## src/rtl/tgad_pkg.sv

```systemverilog
`timescale 1ns / 1ps
`default_nettype none
// ----------------------------------------------------------------------------
// tgad_pkg
// Types and constants shared by the TGA byte stream decoder.
// ----------------------------------------------------------------------------
package tgad_pkg;

    // Decoder phases, one-hot.
    typedef enum logic [5:0] {
        PH_SIG  = 6'b000001,
        PH_HDR  = 6'b000010,
        PH_RAW  = 6'b000100,
        PH_PKT  = 6'b001000,
        PH_PIX  = 6'b010000,
        PH_HALT = 6'b100000
    } phase_t;

    // Result status codes.
    localparam logic [2:0] ST_OK        = 3'd0;
    localparam logic [2:0] ST_BAD_SIG   = 3'd1;
    localparam logic [2:0] ST_ZERO_SIZE = 3'd2;
    localparam logic [2:0] ST_BAD_DEPTH = 3'd3;
    localparam logic [2:0] ST_OVERRUN   = 3'd4;
    localparam logic [2:0] ST_TRUNC     = 3'd5;

    // Pixel format codes.
    localparam logic [1:0] FMT_MONO = 2'd0;
    localparam logic [1:0] FMT_RGB  = 2'd1;
    localparam logic [1:0] FMT_RGBA = 2'd2;

    // Signature and header layout.
    localparam logic [3:0] SIG_TYPE_IDX = 4'd2;
    localparam logic [3:0] SIG_LEN      = 4'd12;
    localparam logic [3:0] HDR_WIDTH_LO  = 4'd0;
    localparam logic [3:0] HDR_WIDTH_HI  = 4'd1;
    localparam logic [3:0] HDR_HEIGHT_LO = 4'd2;
    localparam logic [3:0] HDR_HEIGHT_HI = 4'd3;
    localparam logic [3:0] HDR_DEPTH     = 4'd4;

    // Image type codes.
    localparam logic [7:0] TYPE_RAW_COLOR = 8'd2;
    localparam logic [7:0] TYPE_RAW_MONO  = 8'd3;
    localparam logic [7:0] TYPE_RLE_COLOR = 8'd10;
    localparam logic [7:0] TYPE_RLE_MONO  = 8'd11;

    // Depths in bits per pixel.
    localparam logic [7:0] DEPTH_8  = 8'd8;
    localparam logic [7:0] DEPTH_24 = 8'd24;
    localparam logic [7:0] DEPTH_32 = 8'd32;

    // Bytes per pixel codes; zero means unknown or unsupported.
    localparam logic [2:0] BPP_NONE = 3'd0;
    localparam logic [2:0] BPP_1    = 3'd1;
    localparam logic [2:0] BPP_3    = 3'd3;
    localparam logic [2:0] BPP_4    = 3'd4;

    // Packet headers at or above this value are run packets.
    localparam logic [7:0] PKT_RUN_FLAG = 8'd128;
    localparam logic [7:0] PKT_RUN_BIAS = 8'd127;

    function automatic logic [1:0] fmt_of(input logic [2:0] bpp);
        logic [1:0] f;
        begin
            f = FMT_MONO;
            if (bpp == BPP_3)
            begin
                f = FMT_RGB;
            end
            else if (bpp == BPP_4)
            begin
                f = FMT_RGBA;
            end
            return f;
        end
    endfunction

endpackage
`default_nettype wire

```

## src/rtl/tga_image_stream_decoder.sv

```systemverilog
`timescale 1ns / 1ps
`default_nettype none
// ----------------------------------------------------------------------------
// tga_image_stream_decoder
// Decodes a TGA file arriving one byte per item into pixel runs with status.
// ----------------------------------------------------------------------------
// Path: an accepted byte is held in the input register; its result is then
// registered in the result register and presented on the master side.
// Throughput: one byte per cycle while the master side is ready; the single
// pass of decode logic between the two registers sets this.
// Reset: rst_n clears the decoder state, the input register and the result
// valid flag; the decoder also returns to its reset state after every byte
// marked with tlast.
module tga_image_stream_decoder
    import tgad_pkg::*;
(
    input  wire logic        clk,
    input  wire logic        rst_n,
    input  wire logic        s_axis_tvalid,
    output logic             s_axis_tready,
    input  wire logic [7:0]  s_axis_tdata,   // data_byte
    input  wire logic        s_axis_tlast,   // end_of_file
    output logic             m_axis_tvalid,
    input  wire logic        m_axis_tready,
    // out_byte0, out_byte1, out_byte2, out_byte3, run_length,
    // image_width, image_height
    output logic [71:0]      m_axis_tdata,
    output logic             m_axis_tlast,   // image_done
    output logic [4:0]       m_axis_tuser    // pixel_format, status
);

    // Input register.
    logic       in_valid_reg;
    logic [7:0] in_byte_reg;
    logic       in_eof_reg;
    logic       advance;

    // Decoder state.
    phase_t      phase_reg, phase_next;
    logic [3:0]  hidx_reg, hidx_next;
    logic        comp_reg, comp_next;
    logic [15:0] width_reg, width_next;
    logic [15:0] height_reg, height_next;
    logic [2:0]  bpp_reg, bpp_next;
    logic [31:0] pleft_reg, pleft_next;
    logic        pkt_run_reg, pkt_run_next;
    logic [7:0]  pkt_left_reg, pkt_left_next;
    logic [7:0]  cb_reg [4];
    logic [7:0]  cb_next [4];
    logic [1:0]  cidx_reg, cidx_next;

    // Result of the current item.
    logic        res_have;
    logic [7:0]  res_b0, res_b1, res_b2, res_b3, res_run;
    logic [1:0]  res_fmt;
    logic [15:0] res_width, res_height;
    logic        res_done;
    logic [2:0]  res_status;

    // Result register.
    logic        out_valid_reg;
    logic [71:0] out_data_reg;
    logic        out_last_reg;
    logic [4:0]  out_user_reg;

    assign advance       = in_valid_reg && (!out_valid_reg || m_axis_tready);
    assign s_axis_tready = !in_valid_reg || advance;

    always_comb
    begin
        logic        ok;
        logic        err;
        logic [2:0]  err_code;
        logic [7:0]  b;
        logic [7:0]  cnt;
        logic [31:0] area;
        logic [7:0]  run;
        logic [7:0]  left_dec;

        b        = in_byte_reg;
        err      = 1'b0;
        err_code = ST_OK;
        ok       = 1'b1;
        cnt      = '0;
        run      = 8'd1;
        left_dec = '0;
        area     = {16'd0, width_reg} * {16'd0, height_reg};

        phase_next    = phase_reg;
        hidx_next     = hidx_reg;
        comp_next     = comp_reg;
        width_next    = width_reg;
        height_next   = height_reg;
        bpp_next      = bpp_reg;
        pleft_next    = pleft_reg;
        pkt_run_next  = pkt_run_reg;
        pkt_left_next = pkt_left_reg;
        for (int i = 0; i < 4; i++)
        begin
            cb_next[i] = cb_reg[i];
        end
        cidx_next = cidx_reg;

        res_have   = 1'b0;
        res_b0     = '0;
        res_b1     = '0;
        res_b2     = '0;
        res_b3     = '0;
        res_run    = '0;
        res_done   = 1'b0;
        res_status = ST_OK;

        case (phase_reg)
            PH_SIG:
            begin
                if (hidx_reg == SIG_TYPE_IDX)
                begin
                    ok = (b == TYPE_RAW_COLOR) || (b == TYPE_RAW_MONO) ||
                         (b == TYPE_RLE_COLOR) || (b == TYPE_RLE_MONO);
                    comp_next = (b >= TYPE_RLE_COLOR);
                end
                else
                begin
                    ok = (b == 8'd0);
                end
                if (!ok)
                begin
                    err      = 1'b1;
                    err_code = ST_BAD_SIG;
                end
                else
                begin
                    hidx_next = hidx_reg + 4'd1;
                    if (hidx_next >= SIG_LEN)
                    begin
                        phase_next = PH_HDR;
                        hidx_next  = '0;
                    end
                end
            end
            PH_HDR:
            begin
                case (hidx_reg)
                    HDR_WIDTH_LO:  width_next  = {8'd0, b};
                    HDR_WIDTH_HI:  width_next  = {b, width_reg[7:0]};
                    HDR_HEIGHT_LO: height_next = {8'd0, b};
                    HDR_HEIGHT_HI: height_next = {b, height_reg[7:0]};
                    HDR_DEPTH:
                    begin
                        if (b == DEPTH_24)
                        begin
                            bpp_next = BPP_3;
                        end
                        else if (b == DEPTH_32)
                        begin
                            bpp_next = BPP_4;
                        end
                        else if (b == DEPTH_8 && !comp_reg)
                        begin
                            bpp_next = BPP_1;
                        end
                        else
                        begin
                            bpp_next = BPP_NONE;
                        end
                    end
                    default:
                    begin
                        // The descriptor byte closes the header; checks happen here.
                        if (width_reg == 16'd0 || height_reg == 16'd0)
                        begin
                            err      = 1'b1;
                            err_code = ST_ZERO_SIZE;
                        end
                        else if (bpp_reg == BPP_NONE)
                        begin
                            err      = 1'b1;
                            err_code = ST_BAD_DEPTH;
                        end
                        else
                        begin
                            pleft_next = area;
                            cidx_next  = '0;
                            phase_next = comp_reg ? PH_PKT : PH_RAW;
                        end
                    end
                endcase
                hidx_next = hidx_reg + 4'd1;
            end
            PH_PKT:
            begin
                if (b < PKT_RUN_FLAG)
                begin
                    pkt_run_next = 1'b0;
                    cnt          = b + 8'd1;
                end
                else
                begin
                    pkt_run_next = 1'b1;
                    cnt          = b - PKT_RUN_BIAS;
                end
                if ({24'd0, cnt} > pleft_reg)
                begin
                    err      = 1'b1;
                    err_code = ST_OVERRUN;
                end
                else
                begin
                    pkt_left_next = cnt;
                    cidx_next     = '0;
                    phase_next    = PH_PIX;
                end
            end
            PH_RAW, PH_PIX:
            begin
                cb_next[cidx_reg] = b;
                if ({1'b0, cidx_reg} + 3'd1 >= bpp_reg)
                begin
                    cidx_next = '0;
                    if (phase_reg == PH_PIX && pkt_run_reg)
                    begin
                        run = pkt_left_reg;
                    end
                    if (bpp_reg == BPP_1)
                    begin
                        res_b0 = cb_next[0];
                    end
                    else
                    begin
                        // File order is blue, green, red.
                        res_b0 = cb_next[2];
                        res_b1 = cb_next[1];
                        res_b2 = cb_next[0];
                        res_b3 = (bpp_reg == BPP_4) ? cb_next[3] : 8'd0;
                    end
                    res_run  = run;
                    res_have = 1'b1;
                    pleft_next = ({24'd0, run} > pleft_reg) ? 32'd0
                                                            : pleft_reg - {24'd0, run};
                    if (phase_reg == PH_PIX)
                    begin
                        left_dec      = pkt_left_reg - 8'd1;
                        pkt_left_next = pkt_run_reg ? 8'd0 : left_dec;
                        if (pkt_left_next == 8'd0)
                        begin
                            phase_next = PH_PKT;
                        end
                    end
                    if (pleft_next == 32'd0)
                    begin
                        res_done   = 1'b1;
                        phase_next = PH_HALT;
                    end
                end
                else
                begin
                    cidx_next = cidx_reg + 2'd1;
                end
            end
            default:
            begin
            end
        endcase

        if (err)
        begin
            res_have   = 1'b1;
            res_status = err_code;
            phase_next = PH_HALT;
        end

        res_fmt    = fmt_of(bpp_next);
        res_width  = width_next;
        res_height = height_next;

        if (in_eof_reg)
        begin
            // End of file before the image is complete counts as truncation.
            if (phase_next != PH_HALT)
            begin
                res_have   = 1'b1;
                res_status = ST_TRUNC;
            end
            phase_next    = PH_SIG;
            hidx_next     = '0;
            comp_next     = 1'b0;
            width_next    = '0;
            height_next   = '0;
            bpp_next      = BPP_NONE;
            pleft_next    = '0;
            pkt_run_next  = 1'b0;
            pkt_left_next = '0;
            for (int i = 0; i < 4; i++)
            begin
                cb_next[i] = '0;
            end
            cidx_next = '0;
        end
    end

    always_ff @(posedge clk or negedge rst_n)
    begin
        if (!rst_n)
        begin
            in_valid_reg <= 1'b0;
            in_byte_reg  <= '0;
            in_eof_reg   <= 1'b0;
        end
        else if (s_axis_tvalid && s_axis_tready)
        begin
            in_valid_reg <= 1'b1;
            in_byte_reg  <= s_axis_tdata;
            in_eof_reg   <= s_axis_tlast;
        end
        else if (advance)
        begin
            in_valid_reg <= 1'b0;
        end
    end

    always_ff @(posedge clk or negedge rst_n)
    begin
        if (!rst_n)
        begin
            phase_reg    <= PH_SIG;
            hidx_reg     <= '0;
            comp_reg     <= 1'b0;
            width_reg    <= '0;
            height_reg   <= '0;
            bpp_reg      <= BPP_NONE;
            pleft_reg    <= '0;
            pkt_run_reg  <= 1'b0;
            pkt_left_reg <= '0;
            for (int i = 0; i < 4; i++)
            begin
                cb_reg[i] <= '0;
            end
            cidx_reg <= '0;
        end
        else if (advance)
        begin
            phase_reg    <= phase_next;
            hidx_reg     <= hidx_next;
            comp_reg     <= comp_next;
            width_reg    <= width_next;
            height_reg   <= height_next;
            bpp_reg      <= bpp_next;
            pleft_reg    <= pleft_next;
            pkt_run_reg  <= pkt_run_next;
            pkt_left_reg <= pkt_left_next;
            for (int i = 0; i < 4; i++)
            begin
                cb_reg[i] <= cb_next[i];
            end
            cidx_reg <= cidx_next;
        end
    end

    always_ff @(posedge clk or negedge rst_n)
    begin
        if (!rst_n)
        begin
            out_valid_reg <= 1'b0;
        end
        else if (advance)
        begin
            out_valid_reg <= res_have;
        end
        else if (m_axis_tready)
        begin
            out_valid_reg <= 1'b0;
        end
    end

    always_ff @(posedge clk)
    begin
        if (advance && res_have)
        begin
            out_data_reg <= {res_height, res_width, res_run, res_b3, res_b2, res_b1, res_b0};
            out_last_reg <= res_done;
            out_user_reg <= {res_status, res_fmt};
        end
    end

    assign m_axis_tvalid = out_valid_reg;
    assign m_axis_tdata  = out_data_reg;
    assign m_axis_tlast  = out_last_reg;
    assign m_axis_tuser  = out_user_reg;

    // A completed image result always has a nonzero run.
    assert property (@(posedge clk) disable iff (!rst_n)
        m_axis_tvalid && m_axis_tlast |-> m_axis_tdata[39:32] != 8'd0)
        else $error("completed image result with zero run length");

    // The decoder is back in its reset state after a byte marked end of file.
    assert property (@(posedge clk) disable iff (!rst_n)
        advance && in_eof_reg |=> phase_reg == PH_SIG && hidx_reg == 4'd0 &&
                                  pleft_reg == 32'd0)
        else $error("decoder not restarted after end of file");

    // Pixel phases only run with a supported depth.
    assert property (@(posedge clk) disable iff (!rst_n)
        phase_reg == PH_RAW || phase_reg == PH_PIX || phase_reg == PH_PKT
        |-> bpp_reg != BPP_NONE && pleft_reg != 32'd0)
        else $error("pixel phase without depth or remaining pixels");

    // A completed image result is never an error other than truncation.
    assert property (@(posedge clk) disable iff (!rst_n)
        m_axis_tvalid && m_axis_tlast
        |-> m_axis_tuser[4:2] == ST_OK || m_axis_tuser[4:2] == ST_TRUNC)
        else $error("completed image result carries an error status");

endmodule
`default_nettype wire

```

## config.mk

```make
export PLATFORM = sky130hd
export DESIGN_NAME = tga_image_stream_decoder
export DESIGN_NICKNAME = d
export VERILOG_FILES = /design/src/rtl/tgad_pkg.sv /design/src/rtl/tga_image_stream_decoder.sv
export SDC_FILE = /design/constraint.sdc
export NUM_CORES = 1
export LEC_CHECK = 0
export BUFFER_PORTS_ARGS = -buffer_cell sky130_fd_sc_hd__buf_2
export CORE_UTILIZATION = 55
export DETAILED_ROUTE_END_ITERATION = 10
export GPL_ROUTABILITY_DRIVEN = 0
export PLACE_DENSITY = 0.79
export RECOVER_POWER = 100
export SYNTH_ARGS = -nofsm -noshare
export SYNTH_HDL_FRONTEND = slang
export SYNTH_SLANG_ARGS = --single-unit
export TNS_END_PERCENT = 10
```

## constraint.sdc

```tcl
create_clock -name clk -period 14.9 [get_ports clk]
set_input_delay 0.745 -clock clk [delete_from_list [all_inputs] [get_ports clk]]
set_output_delay 0.745 -clock clk [all_outputs]
set_load 0.02 [all_outputs]
```

; ---- After elaboration in Yosys (flattened, before gate mapping)
; Cells that the tools add are included.
[word_totals]
register_bits = 210
in_bits = 13
out_inout_bits = 80
word_cells = 212
[classes]
n_addsub = 7
mul = 1
magnitude_cmp = 8
n_eq_ne = 28
n_mux = 95
n_bitwise = 4
n_reduce_logical = 44
[op_table]
columns = op, n
row1 = two-way mux 32 bit, 8
row2 = two-way mux 8 bit, 12
row3 = two-way mux 6 bit, 12
row4 = greater-than comparator 8 x 32 -> 1 bit, 2
row5 = two-way mux 16 bit, 4
row6 = one-hot mux 16 bit (2 select lines), 2
row7 = one-hot mux 32 bit (2 select lines), 1
row8 = bitwise mux 32 bit, 1
row9 = zero test 16 bit, 2
row10 = zero test 32 bit, 1
row11 = multiplier 16 x 16 -> 32 bit, 1
row12 = subtractor 32 x 8 -> 32 bit, 1
row13 = two-way mux 3 bit, 9
row14 = two-way mux 1 bit, 25
row15 = == test 8 x 4 -> 1 bit (second input constant), 3
row16 = one-hot mux 6 bit (4 select lines), 1
row17 = != test 3 bit (second input constant), 7
row18 = two-way mux 2 bit, 10
row19 = demux 8 bit (select 2 bit), 1
row20 = == test 8 x 2 -> 1 bit (second input constant), 2
row21 = zero test 8 bit, 2
row22 = two-way mux 4 bit, 4
row23 = one-hot mux 8 bit (2 select lines), 1
row24 = AND reduction 6 bit, 2
row25 = 47 further kinds, 73

; ---- Depth between registers and ports, before layout
[depth]
word_depth = 16
mapped_depth = 26
depth_no_buf = 24

; ---- Worst setup path after synthesis
; OpenSTA, ideal clock, no wires.
[synth_path]
kind = register to register
startpoint = reg phase_reg[3]
endpoint = reg out_data_reg[0] (netlist: m_axis_tdata[0]) (enable)
setup_ns = 0.540
arrival_time_ns = 7.887
t_required_ns = 14.360
slack_ns = 6.473
stages_incl_launch_ff = 19
n_path_buf = 2
synth_period_minus_slack_ns = 8.427
path_cell_list = dfrtp_1 -> nor3_1 -> and3_1 -> and2_0 -> clkbuf_1 -> nand2_1 -> ha_1 -> fa_1 -> nand3b_1 -> a2111oi_0 -> or3b_1 -> buf_2 -> nor4_2 -> xnor2_1 -> a32o_1 -> and3_1 -> o21bai_1 -> o31ai_4 -> a21oi_1
[synth_via]
elab_chain_cells = 16
elab_cells_between_ends = 33
cone_classes = add/sub (1) / order compare (1) / eq/ne (6) / mux (21) / reduce/logical (4)
[synth_lines]
columns = item, line
row1 = "start, declared", tga_image_stream_decoder.sv:39  ; phase_t phase_reg, phase_next;
row2 = "start signal, assigned", tga_image_stream_decoder.sv:342  ; phase_reg <= phase_next;
row3 = == test 6 x 5 -> 1 bit, "tga_image_stream_decoder.sv:113, tga_image_stream_decoder.sv:220, tga_image_stream_decoder.sv:240"
row4 = logical AND 1 bit, tga_image_stream_decoder.sv:220  ; if (phase_reg == PH_PIX && pkt_run_reg)
row5 = two-way mux 8 bit, tga_image_stream_decoder.sv:220
row6 = two-way mux 8 bit, tga_image_stream_decoder.sv:217  ; if ({1'b0, cidx_reg} + 3'd1 >= bpp_reg)
row7 = two-way mux 8 bit, tga_image_stream_decoder.sv:113  ; case (phase_reg)
row8 = subtractor 32 x 8 -> 32 bit / greater-than comparator 8 x 32 -> 1 bit (equally long branches), "tga_image_stream_decoder.sv:239, tga_image_stream_decoder.sv:238"
row9 = two-way mux 32 bit, tga_image_stream_decoder.sv:238  ; pleft_next = ({24'd0, run} > pleft_reg) ? 32'd0
row10 = zero test 32 bit, tga_image_stream_decoder.sv:249  ; if (pleft_next == 32'd0)
row11 = two-way mux 6 bit, tga_image_stream_decoder.sv:249
row12 = two-way mux 6 bit, tga_image_stream_decoder.sv:217
row13 = one-hot mux 6 bit (4 select lines), tga_image_stream_decoder.sv:113
row14 = two-way mux 6 bit, tga_image_stream_decoder.sv:265  ; if (err)
row15 = != test 6 bit, tga_image_stream_decoder.sv:279  ; if (phase_next != PH_HALT)
row16 = two-way mux 1 bit, tga_image_stream_decoder.sv:279
row17 = two-way mux 1 bit *, tga_image_stream_decoder.sv:276  ; if (in_eof_reg)
row18 = logical AND 1 bit *, tga_image_stream_decoder.sv:377  ; if (advance && res_have)
row19 = "end signal, assigned", tga_image_stream_decoder.sv:379  ; out_data_reg <= {res_height, res_width, res_run, res_b3, res_b2, res_b1, res_b0};
row20 = "end, declared", tga_image_stream_decoder.sv:62  ; logic [71:0] out_data_reg;
; Mark *: on every way between the ends. The rest lies on a longest branch, timed or not. The select of a mux whose other input is x is not followed.
; A chain may end at the register's enable or synchronous reset.

; ---- Final worst setup path
[layout_path]
startpoint = reg phase_reg[3]
endpoint = reg out_data_reg[44] (netlist: m_axis_tdata[44]) (enable)
; The elaborated chain is that of the path after synthesis.

==> metrics.csv <==
metric,value,unit
cts_tree,built,
synth_area,0.0197,mm2
die_y,191,um
overflow,0,
cts_buffer_depth,3,
wl,51400,um
setup.worst_path.end_class,flip-flop,
synth-seq-cells,210,
cp_cell_sequence,"nor3_1, and3_1, and2_0, nand2_1, ha_1, fa_1, nand3b_1, a2111oi_0, or3b_1, nor4_1, xnor2_1, a32o_1, and4_1, o2111ai_1, o31ai_1, a21oi_4, clkbuf_1",
synth_area_leaders,"fa_1, dfrtp_1, edfxtp_1, ha_1, nand2_1",
vdd_drop_max,0.109,mV
grt_usage,28.7,%
largest_reg_flops,72,
max_freq,0.109,GHz
die_x,191,um
dp_hpwl,37600,um
drc_errors,0,
skew,16.5,ps
startpoint_type,flip-flop,
grt_max_degree,81,
hold_viol_final,0,
hold_depth,2,
required,14950,ps
drive_gt1_share,4.29,%
async_reset_ff_share,62.9,%
synth.top_cell.area_share,19.8,%
crit_family,buffers and inverters,
critPathMaxStageDelay,2960,ps
critPathSlowestCell,clkbuf_1,
core_area,0.0349,mm2
tns,0,ps
htreeDepth,1,
mappedNetlistNets,2463,
die_area,0.0366,mm2
cts_made_buffers,23,
crit_fanout,78,
synth_largest_area_cell,fa_1,
num-nets-final,2452,
initial_core_util,56.4,%
rsz0062_at_grt,false,
power_frac_clock,30.5,%
outcome,finished with violations,
hp-class,primary input to flip-flop,
post_cts_buffers,0,
ctsResizeCount,0,
root_buffer,clkbuf_16,
max-slew-margin-rel,-182,%
synthCells,2117,
syn_to_final_growth,6.22,%
antenna_found_initial,0,
final_design_area_no_fill,0.0209,mm2
crit_buf_inv,1,
via_per_inst,6.24,
io_pins,93,
synth_edf_count,78,
synth_ff_type,dfrtp_1,
period_needed,9150,ps
intPower,1240,uW
grt_pass1_vias,16000,
seqPwrFrac,41.6,%
slew_viol_final,287,
reg2reg_depth,17,
worst_pin_slew,4220,ps
critical_path_depth,17,
cts_sinks,210,
syn_avg_cell_area,9.30,um2
cts_hold_buf,0,
p_sw,716,uW
violations,"capacitance limit, slew limit",
multi_input_area,0.0126,mm2
clk_latency,550,ps
vias,16100,
rows,68,
yosys_warnings,0,
dr.first_iter.drc_count,1680,
cp.arrival,9200,ps
netSwitchingFraction,36.7,%
nFillCells,2857,
worstSetupPathType,flip-flop to flip-flop,
grt_first_pass_wirelength,83800,um
drt-wirelength-per-cell,19.9,um
dpl_cell_area,0.0203,mm2
num_antenna_cells,0,
io_buffers,92,
ys_seq_area_share,28.7,%
powerDensity,93.3,mW/mm2
ant_nets,0,
setup_viol,0,
synth.distinct_cells,80,
clk_pin_slew,60,ps
p_comb_share,27.8,%
dr.pass1.iters,8,
min_period_over_period,61.4,%
max_cap_viol_count,5,
p_leak,0.00942,uW
seq_area,0.00565,mm2
[cell usage after synthesis, types with 18 or more instances]
cell type / number
o21ai_0: 93
and3_1: 20
fa_1: 195
nand2_1: 298
edfxtp_1: 78
dfrtp_1: 131
nand3_1: 23
xnor2_1: 25
o31ai_1: 18
inv_1: 245
nor3_1: 48
a22o_1: 72
a21oi_1: 61
and2_1: 90
ha_1: 138
a21o_1: 18
clkbuf_1: 123
a22oi_1: 35
nor2_1: 126
mux2i_1: 31
xor2_1: 27
[metrics by stage]
stage               util (%)  std cells  total power, uW  hold WS [ps]  setup slack, ps
floorplan                  -       2117             1190           449             6470
CTS                     60.4       2577             1970           329             7770
global placement        58.2       2536             1360           485             7950
global route            59.9       2577             2030           418             5110
detailed placement      58.2       2536             1370           496             7800
finish                  59.9       2577             1950           413             5750
[routing by layer]
layer / GRT usage [%] / wire length (um) / vias to the layer above
met5: 0 / 0 / -
met4: 9.43 / 1780 / 0
met3: 5.16 / 4970 / 164
met2: 47.2 / 24400 / 956
met1: 38.5 / 20300 / 7870
li1: - / - / 7093
[layout by cell type (no fill, tap or decap), drive strengths merged, types with 22 or more instances in the layout]
cell	n
nand2	298
inv	248
fa	195
ha	138
dfrtp	131
nor2	126
clkbuf	117
o21ai	97
and2	91
edfxtp	78
a22o	72
a21oi	61
nor3	49
a22oi	35
mux2i	31
xor2	27
xnor2	25
nand3	23
buf	22
[path summary, 6_finish.rpt]
kind	slack, ps	end	start
setup / recovery	5750	m_axis_tdata[44]$_DFFE_PP_	phase_reg[3]$_DFFE_PN0P_
hold / removal	410	in_valid_reg$_DFFE_PN0P_	s_axis_tvalid
setup reg to reg	5750	m_axis_tdata[44]$_DFFE_PP_	phase_reg[3]$_DFFE_PN0P_
hold reg to reg	510	cb_reg[3]$_DFFE_PN0P_	cb_reg[3]$_DFFE_PN0P_
max in group asynchronous	8240	in_eof_reg$_DFFE_PN0P_	rst_n
min in group asynchronous	1400	cb_reg[27]$_DFFE_PN0P_	rst_n
[power by group through the flow]
stage | registers (uW) | clock network, uW | logic (uW)
6_report | 813 | 595 | 543
2_1_floorplan | 916 | 0 | 277
3_5_place_dp | 807 | 0 | 566
4_1_cts | 796 | 600 | 570
3_3_place_gp | 802 | 0 | 554
5_1_grt | 826 | 621 | 584
[cell type report]
class,instances,share of cell area (%)
flip-flops and latches,210,27.0
well taps,455,2.72
clock inverters,9,0.688
repair buffers,107,2.18
inverters,245,4.40
multi-input cells,1519,60.0
clock buffers,32,2.96
[kinds of logic after synthesis]
group,count (synthesis),share of synthesized area (%)
compound gates,392,13.9
xor+xnor,52,2.31
buf+inv,388,7.51
simple gates,702,16.9
fa+ha+maj,333,28.6
mux,40,2.09
flops,210,28.7
Note: power is estimated with default switching activity, not from simulation.
